`src/design/ffa_pkg.sv`:
```
`timescale 1ns / 1ps

package ffa_pkg;

    // Widths of the transaction fields
    localparam int unsigned MODE_W    = 1;
    localparam int unsigned REQ_W     = 11;
    localparam int unsigned TARGET_W  = 6;
    localparam int unsigned OUTCOME_W = 3;
    localparam int unsigned GRANT_W   = 6;

    // Request modes
    localparam logic [MODE_W-1:0] MODE_ALLOC = 1'b0;
    localparam logic [MODE_W-1:0] MODE_FREE  = 1'b1;

    // Outcome codes
    localparam logic [OUTCOME_W-1:0] OUT_DONE     = 3'd0;
    localparam logic [OUTCOME_W-1:0] OUT_NOFIT    = 3'd1;
    localparam logic [OUTCOME_W-1:0] OUT_FULL     = 3'd2;
    localparam logic [OUTCOME_W-1:0] OUT_NOBLOCK  = 3'd3;
    localparam logic [OUTCOME_W-1:0] OUT_NOTTAKEN = 3'd4;

    // Sequencer states, one-hot
    typedef enum logic [11:0] {
        S_INIT     = 12'b0000_0000_0001,
        S_IDLE     = 12'b0000_0000_0010,
        S_SCAN_RD  = 12'b0000_0000_0100,
        S_SCAN_EV  = 12'b0000_0000_1000,
        S_SHIFT_RD = 12'b0000_0001_0000,
        S_SHIFT_WR = 12'b0000_0010_0000,
        S_SPLIT_B  = 12'b0000_0100_0000,
        S_SPLIT_A  = 12'b0000_1000_0000,
        S_FREE_CHK = 12'b0001_0000_0000,
        S_CO_RD    = 12'b0010_0000_0000,
        S_CO_EV    = 12'b0100_0000_0000,
        S_DONE     = 12'b1000_0000_0000
    } t_state;

endpackage

```
`src/design/ffa_if.sv`:
```
`timescale 1ns / 1ps

interface ffa_req_if
    import ffa_pkg::*;
();
    logic                valid;
    logic                ready;
    logic [MODE_W-1:0]   mode;
    logic [REQ_W-1:0]    request_bytes;
    logic [TARGET_W-1:0] target_block;

    modport source (output valid, mode, request_bytes, target_block, input ready);
    modport sink   (input valid, mode, request_bytes, target_block, output ready);
endinterface

interface ffa_rsp_if
    import ffa_pkg::*;
();
    logic                 valid;
    logic                 ready;
    logic [OUTCOME_W-1:0] outcome;
    logic [GRANT_W-1:0]   granted_block;

    modport source (output valid, outcome, granted_block, input ready);
    modport sink   (input valid, outcome, granted_block, output ready);
endinterface

```
`src/design/ffa_mem.sv`:
```
`timescale 1ns / 1ps

module ffa_mem #(
    parameter int unsigned DEPTH = 64,
    parameter int unsigned WIDTH = 12
) (
    input  logic                     i_clk,
    input  logic                     i_rd_en,
    input  logic [$clog2(DEPTH)-1:0] i_rd_addr,
    output logic [WIDTH-1:0]         o_rd_data,
    input  logic                     i_wr_en,
    input  logic [$clog2(DEPTH)-1:0] i_wr_addr,
    input  logic [WIDTH-1:0]         i_wr_data
);

    logic [WIDTH-1:0] r_mem [DEPTH];

    // Write port
    always_ff @(posedge i_clk) begin
        if (i_wr_en) begin
            r_mem[i_wr_addr] <= i_wr_data;
        end
    end

    // Registered read port
    always_ff @(posedge i_clk) begin
        if (i_rd_en) begin
            o_rd_data <= r_mem[i_rd_addr];
        end
    end

endmodule

```
`src/design/first_fit_block_allocator_top.sv`:
```
`timescale 1ns / 1ps
// Channel   Port    Direction  Fields
// request   i_req   sink       mode, request_bytes, target_block
// response  o_rsp   source     outcome, granted_block
//
// Allocate: scans blocks in order; a whole-block grant marks it taken; a split
//   shifts later entries up and writes the remainder; no fit ends past the table.
// Free: a taken block starts a compaction pass that merges free runs; a rejected
//   free stops at the bound check or on reading a free block.
// Reset: the init state after reset writes the initial free block; ready stays low.
// A finished result waits in the output register; a new request is taken
//   meanwhile, and the next result waits until that register is emptied.

module first_fit_block_allocator_top
    import ffa_pkg::*;
#(
    parameter int unsigned HEAP_BYTES   = 1024,
    parameter int unsigned HEADER_BYTES = 12,
    parameter int unsigned MAX_BLOCKS   = 64
) (
    input  logic    i_clk,
    input  logic    i_rst_n,
    ffa_req_if.sink   i_req,
    ffa_rsp_if.source o_rsp
);

    localparam int unsigned BYTES_W = $clog2(HEAP_BYTES + 1);
    localparam int unsigned ENT_W   = BYTES_W + 1;
    localparam int unsigned IDX_W   = $clog2(MAX_BLOCKS);
    localparam int unsigned CNT_W   = $clog2(MAX_BLOCKS + 1);
    localparam int unsigned CMP_W   = (CNT_W > TARGET_W) ? CNT_W : TARGET_W;
    localparam int unsigned SUM_W   = ((BYTES_W > REQ_W) ? BYTES_W : REQ_W) + 2;

    localparam logic [BYTES_W-1:0] INIT_BYTES = BYTES_W'(HEAP_BYTES - HEADER_BYTES);
    localparam logic [BYTES_W-1:0] HDR        = BYTES_W'(HEADER_BYTES);
    localparam logic [SUM_W-1:0]   HDR_X      = SUM_W'(HEADER_BYTES);
    localparam logic [CNT_W-1:0]   MAX_CNT    = CNT_W'(MAX_BLOCKS);

    t_state r_state, n_state;
    logic [CNT_W-1:0]     r_count, n_count;
    logic [CNT_W-1:0]     r_ptr, n_ptr;
    logic [CNT_W-1:0]     r_wp, n_wp;
    logic [IDX_W-1:0]     r_idx, n_idx;
    logic [BYTES_W-1:0]   r_bytes, n_bytes;
    logic [REQ_W-1:0]     r_req, n_req;
    logic [TARGET_W-1:0]  r_target, n_target;
    logic [ENT_W-1:0]     r_acc, n_acc;
    logic                 r_acc_ok, n_acc_ok;
    logic [OUTCOME_W-1:0] r_res_outcome, n_res_outcome;
    logic [GRANT_W-1:0]   r_res_grant, n_res_grant;
    logic                 r_out_valid, n_out_valid;
    logic [OUTCOME_W-1:0] r_out_outcome, n_out_outcome;
    logic [GRANT_W-1:0]   r_out_grant, n_out_grant;

    logic               rd_en, wr_en;
    logic [IDX_W-1:0]   rd_addr, wr_addr;
    logic [ENT_W-1:0]   rd_data, wr_data;
    logic               rd_taken, ev_taken;
    logic [BYTES_W-1:0] rd_bytes;
    logic [SUM_W-1:0]   bytes_x, req_x;
    logic               accept;

    ffa_mem #(
        .DEPTH (MAX_BLOCKS),
        .WIDTH (ENT_W)
    ) u_mem (
        .i_clk     (i_clk),
        .i_rd_en   (rd_en),
        .i_rd_addr (rd_addr),
        .o_rd_data (rd_data),
        .i_wr_en   (wr_en),
        .i_wr_addr (wr_addr),
        .i_wr_data (wr_data)
    );

    assign rd_taken = rd_data[BYTES_W];
    assign rd_bytes = rd_data[BYTES_W-1:0];
    assign bytes_x  = SUM_W'(rd_bytes);
    assign req_x    = SUM_W'(r_req);
    // The block being freed reads as free during the compaction pass
    assign ev_taken = rd_taken && (CMP_W'(r_ptr) != CMP_W'(r_target));

    assign i_req.ready = (r_state == S_IDLE);
    assign accept      = i_req.valid && i_req.ready;

    assign o_rsp.valid         = r_out_valid;
    assign o_rsp.outcome       = r_out_outcome;
    assign o_rsp.granted_block = r_out_grant;

    // Sequence scan, shift and compaction through the block RAM
    always_comb begin
        n_state       = r_state;
        n_count       = r_count;
        n_ptr         = r_ptr;
        n_wp          = r_wp;
        n_idx         = r_idx;
        n_bytes       = r_bytes;
        n_req         = r_req;
        n_target      = r_target;
        n_acc         = r_acc;
        n_acc_ok      = r_acc_ok;
        n_res_outcome = r_res_outcome;
        n_res_grant   = r_res_grant;
        n_out_valid   = r_out_valid;
        n_out_outcome = r_out_outcome;
        n_out_grant   = r_out_grant;
        rd_en         = 1'b0;
        rd_addr       = r_ptr[IDX_W-1:0];
        wr_en         = 1'b0;
        wr_addr       = r_ptr[IDX_W-1:0];
        wr_data       = rd_data;

        // Drop the result once the sink takes it
        if (r_out_valid && o_rsp.ready) begin
            n_out_valid = 1'b0;
        end

        unique case (r_state)
            S_INIT: begin
                wr_en   = 1'b1;
                wr_addr = '0;
                wr_data = {1'b0, INIT_BYTES};
                n_count = CNT_W'(1);
                n_state = S_IDLE;
            end
            S_IDLE: begin
                if (accept) begin
                    n_req         = i_req.request_bytes;
                    n_target      = i_req.target_block;
                    n_ptr         = '0;
                    n_res_outcome = OUT_DONE;
                    n_res_grant   = '0;
                    if (i_req.mode == MODE_ALLOC) begin
                        n_state = S_SCAN_RD;
                    end else if (CMP_W'(i_req.target_block) >= CMP_W'(r_count)) begin
                        n_res_outcome = OUT_NOBLOCK;
                        n_state       = S_DONE;
                    end else begin
                        rd_en   = 1'b1;
                        rd_addr = IDX_W'(i_req.target_block);
                        n_state = S_FREE_CHK;
                    end
                end
            end
            S_SCAN_RD: begin
                if (r_ptr >= r_count) begin
                    n_res_outcome = OUT_NOFIT;
                    n_state       = S_DONE;
                end else begin
                    rd_en   = 1'b1;
                    n_state = S_SCAN_EV;
                end
            end
            S_SCAN_EV: begin
                if (!rd_taken && bytes_x >= req_x) begin
                    n_idx   = r_ptr[IDX_W-1:0];
                    n_bytes = rd_bytes;
                    if (bytes_x == req_x || bytes_x < req_x + HDR_X) begin
                        // Give the whole block unsplit
                        wr_en         = 1'b1;
                        wr_data       = {1'b1, rd_bytes};
                        n_res_grant   = GRANT_W'(r_ptr);
                        n_state       = S_DONE;
                    end else if (r_count >= MAX_CNT) begin
                        n_res_outcome = OUT_FULL;
                        n_state       = S_DONE;
                    end else begin
                        n_ptr   = r_count;
                        n_state = S_SHIFT_RD;
                    end
                end else begin
                    n_ptr   = r_ptr + CNT_W'(1);
                    n_state = S_SCAN_RD;
                end
            end
            S_SHIFT_RD: begin
                if (r_ptr > CNT_W'(r_idx) + CNT_W'(1)) begin
                    rd_en   = 1'b1;
                    rd_addr = IDX_W'(r_ptr - CNT_W'(1));
                    n_state = S_SHIFT_WR;
                end else begin
                    n_state = S_SPLIT_B;
                end
            end
            S_SHIFT_WR: begin
                wr_en   = 1'b1;
                wr_data = rd_data;
                n_ptr   = r_ptr - CNT_W'(1);
                n_state = S_SHIFT_RD;
            end
            S_SPLIT_B: begin
                // Insert the free remainder after the split block
                wr_en   = 1'b1;
                wr_addr = r_idx + IDX_W'(1);
                wr_data = {1'b0, BYTES_W'(r_bytes - BYTES_W'(r_req) - HDR)};
                n_state = S_SPLIT_A;
            end
            S_SPLIT_A: begin
                wr_en       = 1'b1;
                wr_addr     = r_idx;
                wr_data     = {1'b1, BYTES_W'(r_req)};
                n_count     = r_count + CNT_W'(1);
                n_res_grant = GRANT_W'(r_idx);
                n_state     = S_DONE;
            end
            S_FREE_CHK: begin
                if (!rd_taken) begin
                    n_res_outcome = OUT_NOTTAKEN;
                    n_state       = S_DONE;
                end else begin
                    n_ptr    = '0;
                    n_wp     = '0;
                    n_acc_ok = 1'b0;
                    n_state  = S_CO_RD;
                end
            end
            S_CO_RD: begin
                if (r_ptr >= r_count) begin
                    // Flush the last merged block and close the table
                    wr_en   = 1'b1;
                    wr_addr = r_wp[IDX_W-1:0];
                    wr_data = r_acc;
                    n_count = r_wp + CNT_W'(1);
                    n_state = S_DONE;
                end else begin
                    rd_en   = 1'b1;
                    n_state = S_CO_EV;
                end
            end
            S_CO_EV: begin
                if (!r_acc_ok) begin
                    n_acc    = {ev_taken, rd_bytes};
                    n_acc_ok = 1'b1;
                end else if (!r_acc[BYTES_W] && !ev_taken) begin
                    n_acc = {1'b0, BYTES_W'(r_acc[BYTES_W-1:0] + rd_bytes + HDR)};
                end else begin
                    wr_en   = 1'b1;
                    wr_addr = r_wp[IDX_W-1:0];
                    wr_data = r_acc;
                    n_wp    = r_wp + CNT_W'(1);
                    n_acc   = {ev_taken, rd_bytes};
                end
                n_ptr   = r_ptr + CNT_W'(1);
                n_state = S_CO_RD;
            end
            S_DONE: begin
                // Hold until the output register is free
                if (!r_out_valid || o_rsp.ready) begin
                    n_out_valid   = 1'b1;
                    n_out_outcome = r_res_outcome;
                    n_out_grant   = r_res_grant;
                    n_state       = S_IDLE;
                end
            end
            default: begin
                n_state = S_INIT;
            end
        endcase
    end

    // Control registers
    always_ff @(posedge i_clk) begin
        if (!i_rst_n) begin
            r_state     <= S_INIT;
            r_count     <= '0;
            r_out_valid <= 1'b0;
        end else begin
            r_state     <= n_state;
            r_count     <= n_count;
            r_out_valid <= n_out_valid;
        end
    end

    // Payload and working registers
    always_ff @(posedge i_clk) begin
        r_ptr         <= n_ptr;
        r_wp          <= n_wp;
        r_idx         <= n_idx;
        r_bytes       <= n_bytes;
        r_req         <= n_req;
        r_target      <= n_target;
        r_acc         <= n_acc;
        r_acc_ok      <= n_acc_ok;
        r_res_outcome <= n_res_outcome;
        r_res_grant   <= n_res_grant;
        r_out_outcome <= n_out_outcome;
        r_out_grant   <= n_out_grant;
    end

endmodule

```
`src/flat_wrapper.sv`:
```
// flat-port wrapper written by rule: the top's interface ports become plain ports
module first_fit_block_allocator_top_flat import ffa_pkg::*;
#(
    parameter int unsigned HEAP_BYTES   = 1024,
    parameter int unsigned HEADER_BYTES = 12,
    parameter int unsigned MAX_BLOCKS   = 64
)
  (i_clk, i_rst_n, i_req_valid, i_req_mode, i_req_request_bytes, i_req_target_block, i_req_ready, o_rsp_valid, o_rsp_outcome, o_rsp_granted_block, o_rsp_ready);
  ffa_req_if i_req_i ();
  ffa_rsp_if o_rsp_i ();
  input  logic i_clk;
  input  logic i_rst_n;
  input wire logic [$bits(i_req_i.valid)-1:0] i_req_valid;
  input wire logic [$bits(i_req_i.mode)-1:0] i_req_mode;
  input wire logic [$bits(i_req_i.request_bytes)-1:0] i_req_request_bytes;
  input wire logic [$bits(i_req_i.target_block)-1:0] i_req_target_block;
  output wire logic [$bits(i_req_i.ready)-1:0] i_req_ready;
  output wire logic [$bits(o_rsp_i.valid)-1:0] o_rsp_valid;
  output wire logic [$bits(o_rsp_i.outcome)-1:0] o_rsp_outcome;
  output wire logic [$bits(o_rsp_i.granted_block)-1:0] o_rsp_granted_block;
  input wire logic [$bits(o_rsp_i.ready)-1:0] o_rsp_ready;
  assign i_req_i.valid = i_req_valid;
  assign i_req_i.mode = i_req_mode;
  assign i_req_i.request_bytes = i_req_request_bytes;
  assign i_req_i.target_block = i_req_target_block;
  assign i_req_ready = i_req_i.ready;
  assign o_rsp_valid = o_rsp_i.valid;
  assign o_rsp_outcome = o_rsp_i.outcome;
  assign o_rsp_granted_block = o_rsp_i.granted_block;
  assign o_rsp_i.ready = o_rsp_ready;
  first_fit_block_allocator_top #(.HEAP_BYTES(HEAP_BYTES), .HEADER_BYTES(HEADER_BYTES), .MAX_BLOCKS(MAX_BLOCKS)) u_core (.i_clk(i_clk), .i_rst_n(i_rst_n), .i_req(i_req_i), .o_rsp(o_rsp_i));
endmodule
```
`config.mk`:
```
export PLATFORM = sky130hd
export DESIGN_NAME = first_fit_block_allocator_top_flat
export DESIGN_NICKNAME = d
export VERILOG_FILES = /design/src/design/ffa_pkg.sv /design/src/design/ffa_if.sv /design/src/design/ffa_mem.sv /design/src/design/first_fit_block_allocator_top.sv /design/src/flat_wrapper.sv
export SDC_FILE = /design/constraint.sdc
export NUM_CORES = 1
export LEC_CHECK = 0
export BUFFER_PORTS_ARGS = -buffer_cell sky130_fd_sc_hd__clkbuf_2
export CELL_PAD_IN_SITES_DETAIL_PLACEMENT = 1
export CELL_PAD_IN_SITES_GLOBAL_PLACEMENT = 2
export CORE_MARGIN = 2
export CORE_UTILIZATION = 46
export CTS_BUF_LIST = sky130_fd_sc_hd__clkbuf_16
export CTS_CLUSTER_DIAMETER = 120
export DETAILED_ROUTE_END_ITERATION = 10
export PLACE_DENSITY = 0.81
export SETUP_SLACK_MARGIN = 0.3
export SYNTH_ARGS = -nofsm -noshare
export SYNTH_HDL_FRONTEND = slang
export SYNTH_SLANG_ARGS = --single-unit
```
`constraint.sdc`:
```
create_clock -name i_clk -period 7.2 [get_ports i_clk]
set_clock_uncertainty 0.2 [all_clocks]
set_input_delay 1.08 -clock i_clk [delete_from_list [all_inputs] [get_ports i_clk]]
set_output_delay 1.08 -clock i_clk [all_outputs]
set_load 0.01 [all_outputs]
```
After elaboration in Yosys (flattened, before gate mapping)
Memory sizes are Yosys's and may differ from the RTL's. A register that Yosys moved wholly into a read port is not among the register bits.
Cells that the tools add are included.
Word-level totals
  register bits after elaboration: 99
  bits in latches: 0
  memory bits (writable): 768
  memory bits (read-only): 0
  word-level logic and storage cells: 161
  memories kept: 1
Memories
  u_core.u_mem.r_mem: depth 64, bits a word 12, read ports 1, clocked after Yosys merged registers in 1, write ports 1, line ffa_mem.sv:16  | logic [WIDTH-1:0] r_mem [DEPTH];
Cells by class
  add/subtract/negate cells: 11
  multiply operators: 0
  divide/modulo/power cells: 0
  order comparisons: 6
  eq/ne operators: 28
  shift operators: 0
  multiplexer cells: 72
  bitwise gates (word level): 0
  reductions and logical operators: 28
Operators by type and width (count)
  12-bit two-way mux: 17
  12-bit one-hot mux with 12 select lines: 1
  12-bit one-hot mux with 6 select lines: 1
  7-bit two-way mux: 9
  6-bit two-way mux: 10
  7-bit one-hot mux with 5 select lines: 1
  6-bit one-hot mux with 5 select lines: 1
  7-bit by 1-bit adder with 7-bit output (second input constant): 3
  3-bit two-way mux: 7
  7-bit one-hot mux with 3 select lines: 1
  6-bit one-hot mux with 3 select lines: 1
  1-bit two-way mux: 16
  2-bit by 1-bit inequality test with 1-bit output (second input constant): 7
  7-bit one-hot mux with 2 select lines: 1
  11-bit by 13-bit < comparator with 1-bit output: 1
  11-bit by 4-bit adder with 12-bit output (second input constant): 1
  12-bit by 1-bit == test with 1-bit output (second input constant): 1
  12-bit by 10-bit == test with 1-bit output (second input constant): 1
  12-bit by 11-bit == test with 1-bit output (second input constant): 1
  12-bit == test (second input constant): 1
  12-bit by 2-bit == test with 1-bit output (second input constant): 1
  12-bit by 3-bit == test with 1-bit output (second input constant): 1
  12-bit by 4-bit == test with 1-bit output (second input constant): 1
  12-bit by 5-bit == test with 1-bit output (second input constant): 1
  39 further kinds: 59

Depth between registers and ports, before layout
  depth after elaboration: 9
  gate-level depth with buffers: 18

Modules after synthesis
Synthesis repeated with hierarchy kept, for this count alone.
Second synthesis, totals
  cell total of the unflattened synthesis: 2122
  area, all modules: 37239.5 um^2
By module, submodules not included
  ffa_mem: times used 1, cells an instance 1354, area an instance 29916.2 um^2, sequential area each 23422.5 um^2
  first_fit_block_allocator_top: times used 1, cells an instance 768, area an instance 7323.3 um^2, sequential area each 2772.7 um^2

Least setup slack after synthesis
No wires, ideal clock.
  path type: register -> register
  start point: reg u_core.r_req[2]
  end point: mem u_core.u_mem.r_mem[0][10] (data pin)
  setup time: 702 ps
  data arrival time: 4753 ps
  slack: 1545 ps
  cell stages (with the launch flop): 13
  path through: edfxtp_1 -> ha_1 -> inv_1 -> ha_1 -> a21o_1 -> a21oi_1 -> o21bai_1 -> a21oi_1 -> o21bai_1 -> a21oi_1 -> o21ai_0 -> xnor2_1 -> o21ai_0
On the way
  word-level cells in the longest chain between the ends: 4
  elaborated cells between the ends (all ways): 6
RTL lines
  start: declaration: line first_fit_block_allocator_top.sv:45  | logic [REQ_W-1:0] r_req, n_req;
  start signal: assignment: line first_fit_block_allocator_top.sv:280  | r_req <= n_req;
  branches (longest 3 deep; another with 11-bit subtractor)
  12-bit one-hot mux with 6 select lines *: line first_fit_block_allocator_top.sv:118  | unique case (r_state)
  net u_core.u_mem.i_wr_data[10]: line ffa_mem.sv:13  | input logic [WIDTH-1:0] i_wr_data
  end: declaration: line ffa_mem.sv:16
Mark *: on every way through the listed nets, which the timed path passes.

Worst setup path in the final report
  start point: reg u_core.r_idx[1]
  end point: reg u_core.u_mem.o_rd_data[4] (read register of u_core.u_mem.r_mem) (data pin)
On the way
  word-level cells in the longest chain between the ends: 4
  elaborated cells between the ends (all ways): 6
RTL lines
  start: declaration: line first_fit_block_allocator_top.sv:43  | logic [IDX_W-1:0] r_idx, n_idx;
  start signal: assignment: line first_fit_block_allocator_top.sv:278  | r_idx <= n_idx;
  6-bit by 1-bit adder with 7-bit output *: line first_fit_block_allocator_top.sv:177  | if (r_ptr > CNT_W'(r_idx) + CNT_W'(1)) begin
  7-bit greater-than comparator *: line first_fit_block_allocator_top.sv:177
  1-bit two-way mux or 6-bit two-way mux (tied branches): line first_fit_block_allocator_top.sv:177
  1-bit one-hot mux with 3 select lines or 6-bit one-hot mux with 2 select lines (tied branches): line first_fit_block_allocator_top.sv:118
  end: declaration: line ffa_mem.sv:10  | output logic [WIDTH-1:0] o_rd_data,
Every way passes the cells marked *; elsewhere a longest branch is shown, timed or not.
A chain may end at the register's enable or synchronous reset.

==> results.txt <==
status = completed
Syn Inst Count = 2,832
dominant cells by area after synthesis = edfxtp_1 (68%), nand2_1 (4.9%), a21oi_1 (3.8%)
P_leak = 0.0148 uW
PwrDens = 289 nW/um^2
RSZ-0062 raised after global routing = no
H-tree levels = 3
Levels on crit path = 15
DRT iter0 DRCs = 2,644
vias in the first global route = 25,500
worst skew pair latency = 670 ps
max incr delay on CP = 790 ps
ys async rst share = 0%
Setup TNS Final = 0 ps
post-CTS setup buffers = 0
DR vias/cell = 6.23
Ports = 33
most frequent cells in the layout = edfxtp_1 (859), nand2_1 (492), a21oi_1 (285), clkbuf_16 (100), mux2i_1 (96)
Final ANT Viol Nets = 0
Layout area overhead = 13.2%
worst r2r src = u_core.r_idx[1]$_DFFE_PP_
Post-Place Cells = 3,864
Max Freq = 153 MHz
Die Ht = 291 um
Tmin final = 6520 ps
area share of the largest cell type after synthesis = 68.1%
WS Path Type = register to register
largest net degree at the start of global routing = 92
hold slack = 225 ps
placer congestion estimate = 0.905
Port Buf Inserts = 32
fin cells = 4,044
Post-synth EDFFs = 859
antenna violations before repair = 4
critical path required time = 7420 ps
worst hold start = u_core.r_res_grant[5]$_DFFE_PP_
Critical Path, Cell by Cell = ha_1 -> and3_1 -> xnor2_1 -> ha_1 -> and4_1 -> and4_1 -> a211oi_1 -> nand2_1 -> a221oi_4 -> or3_2 -> buf_4 -> a21oi_1 -> nor4_1 -> a22oi_1 -> o311a_1
R2R Setup Slk = 680 ps
Worst Path Arrival = 6740 ps
Worst Setup End Kind = register
clock tree buffer depth = 3
Seq/Total Area, Yosys = 69.2%
crit path buf inv count = 1
WL/cell = 29.4 um
Rows = 105
Max FO, Critical Path = 26
Slew headroom = 5.43%
core area = 81,800 um^2
final hold violation count = 0
CTS Hold Bufs = 0
post_cts resized = 0
type of origin of the critical path = register
Die ar. = 84,700 um^2
FF-to-FF End = u_core.u_mem.o_rd_data[4]$_DFFE_PP_
routed via count = 25,200
min-delay worst type = register to register
utilization after layout = 52.4%
Total Wirelength = 119,000 um
WHS Endpoint = u_core.o_rsp.granted_block[5]$_DFFE_PP_
first-pass GRT wire length = 175,000 um
syn nets = 2,941
Post-Syn Area per Cell = 13.4 um^2
Max Cap Viol = 0
Cell variety after synth = 84
die width = 291 um
CP max-delay cell = a221oi_4
Peak VDD IR = 0.216 mV
Worst-path clk slew = 60 ps
Initial Utilization = 46.3%
Post-Syn Area = 37,900 um^2
register bit total from synthesis = 879
max-slew violations = 0
clk sinks = 879
# setup viols final = 0
family with the most delay on the worst path = simple AND/OR/NAND/NOR gates
yosys warns = 0
commonest non-fill, non-tap cell in the layout = edfxtp_1
CTS root buf = clkbuf_16
Hold Path Stages = 0
Pre-antenna DRT Iters = 5
DP Wirelength = 76,000 um
nets = 3,003
Top FF cell, synth = edfxtp_1
period utilization = 90.5%
share of cells above drive strength 1 = 12.2%
worst-margin pin slew = 1420 ps
CTS tree = built
leading area contributor after synthesis = edfxtp_1
total track usage = 27.9%
grt ovf = 0
Residual DRC = 0
reg2reg path depth = 15
CTS buffer count = 97
## per-stage QoR
stage | cell area [um^2] | worst slack, ps | power [uW]
after floorplan | 37900 | 1550 | 6850
after global placement | 39700 | 814 | 7450
after detailed placement | 39700 | 806 | 7500
after CTS | 42800 | 852 | 12400
after global routing | 42900 | 491 | 12700
final | 42900 | 681 | 12400
## cell usage after synthesis, drive strengths merged, types with 41 or more instances
| master | n |
|---|---|
| buf | 101 |
| nor2 | 58 |
| edfxtp | 859 |
| nor3 | 79 |
| and3 | 41 |
| clkbuf | 58 |
| o21ai | 67 |
| mux2i | 96 |
| inv | 70 |
| a21oi | 289 |
| nand2 | 497 |
| nor4 | 43 |
| ha | 85 |
| a22oi | 80 |
## cell families (layout without fill, tap and decap cells)
family,Yosys count,in the layout,synth area share [%]
compound gates,642,642,10.9
xor+xnor,52,52,1.20
fa+ha+maj,87,87,2.91
buf+inv,230,370,2.64
flops,879,879,69.2
mux,99,99,2.63
other cells,0,2,0
simple gates,843,843,10.6
## layer usage
metal	share of wire (%)	up-vias	global-route usage [%]	routed length, um
met5	0.066	-	0.567	78
met4	4.3	4	11.6	5130
met3	7.6	232	4.60	9070
met2	46	1054	44.1	55300
met1	42	13000	38.4	49400
li1	-	10900	-	-
## where the power goes
group / leakage (uW) / internal (uW) / switching [uW] / total (uW)
Combinational: 0.00529 / 293 / 1110 / 1400
Sequential: 0.00792 / 5970 / 41.1 / 6010
Clock: 0.00161 / 2910 / 2080 / 4990
Total: 0.0148 / 9180 / 3230 / 12400
## flip-flops by register name, indices dropped and copies added, names as in the netlist
signal / count
u_core.r_ptr: 7
u_core.r_bytes: 11
u_core.o_rsp.outcome: 3
u_core.r_acc_ok: 1
u_core.u_mem.o_rd_data: 12
u_core.r_count: 7
u_core.o_rsp.granted_block: 6
u_core.r_acc: 12
u_core.r_wp: 7
u_core.r_target: 6
u_core.r_req: 11
u_core.o_rsp.valid: 1
u_core.r_state: 12
u_core.r_res_outcome: 3
u_core.r_idx: 6
u_core.r_res_grant: 6
u_core.u_mem.r_mem: 768
## area by class of cell
class                   instances  area (um^2)
diodes                          2         5.00
clock buffers                 100         2500
clock inverters                77          684
fillers                      8075        39000
inverters                      71          267
multi-input cells            1723        11000
flip-flops and latches        879        26200
well taps                    1070         1340
repair buffers                122          902
## how the worst max path moves through the flow
stage / start / endpoint
2_1_floorplan: u_core.r_req[2]$_DFFE_PP_ / u_core.u_mem.r_mem[0][10]$_DFFE_PP_
3_3_place_gp: u_core.r_idx[0]$_DFFE_PP_ / u_core.u_mem.o_rd_data[11]$_DFFE_PP_
3_5_place_dp: u_core.r_idx[0]$_DFFE_PP_ / u_core.u_mem.o_rd_data[5]$_DFFE_PP_
4_1_cts: u_core.r_idx[0]$_DFFE_PP_ / u_core.u_mem.o_rd_data[4]$_DFFE_PP_
5_1_grt: u_core.r_idx[0]$_DFFE_PP_ / u_core.u_mem.o_rd_data[11]$_DFFE_PP_
6_report: u_core.r_idx[1]$_DFFE_PP_ / u_core.u_mem.o_rd_data[4]$_DFFE_PP_
## worst register-to-register path, delay by kind of cell, from the launching register on
kind	cells	cell delay, ps
DFF	1	490
and+or+nand+nor	6	2400
xor gates and xnor gates	1	210
AOI/OAI and AO/OA	5	2080
adders and majority gates	2	530
buffers and inverters	1	390
Power figures use the tool's default switching activity.
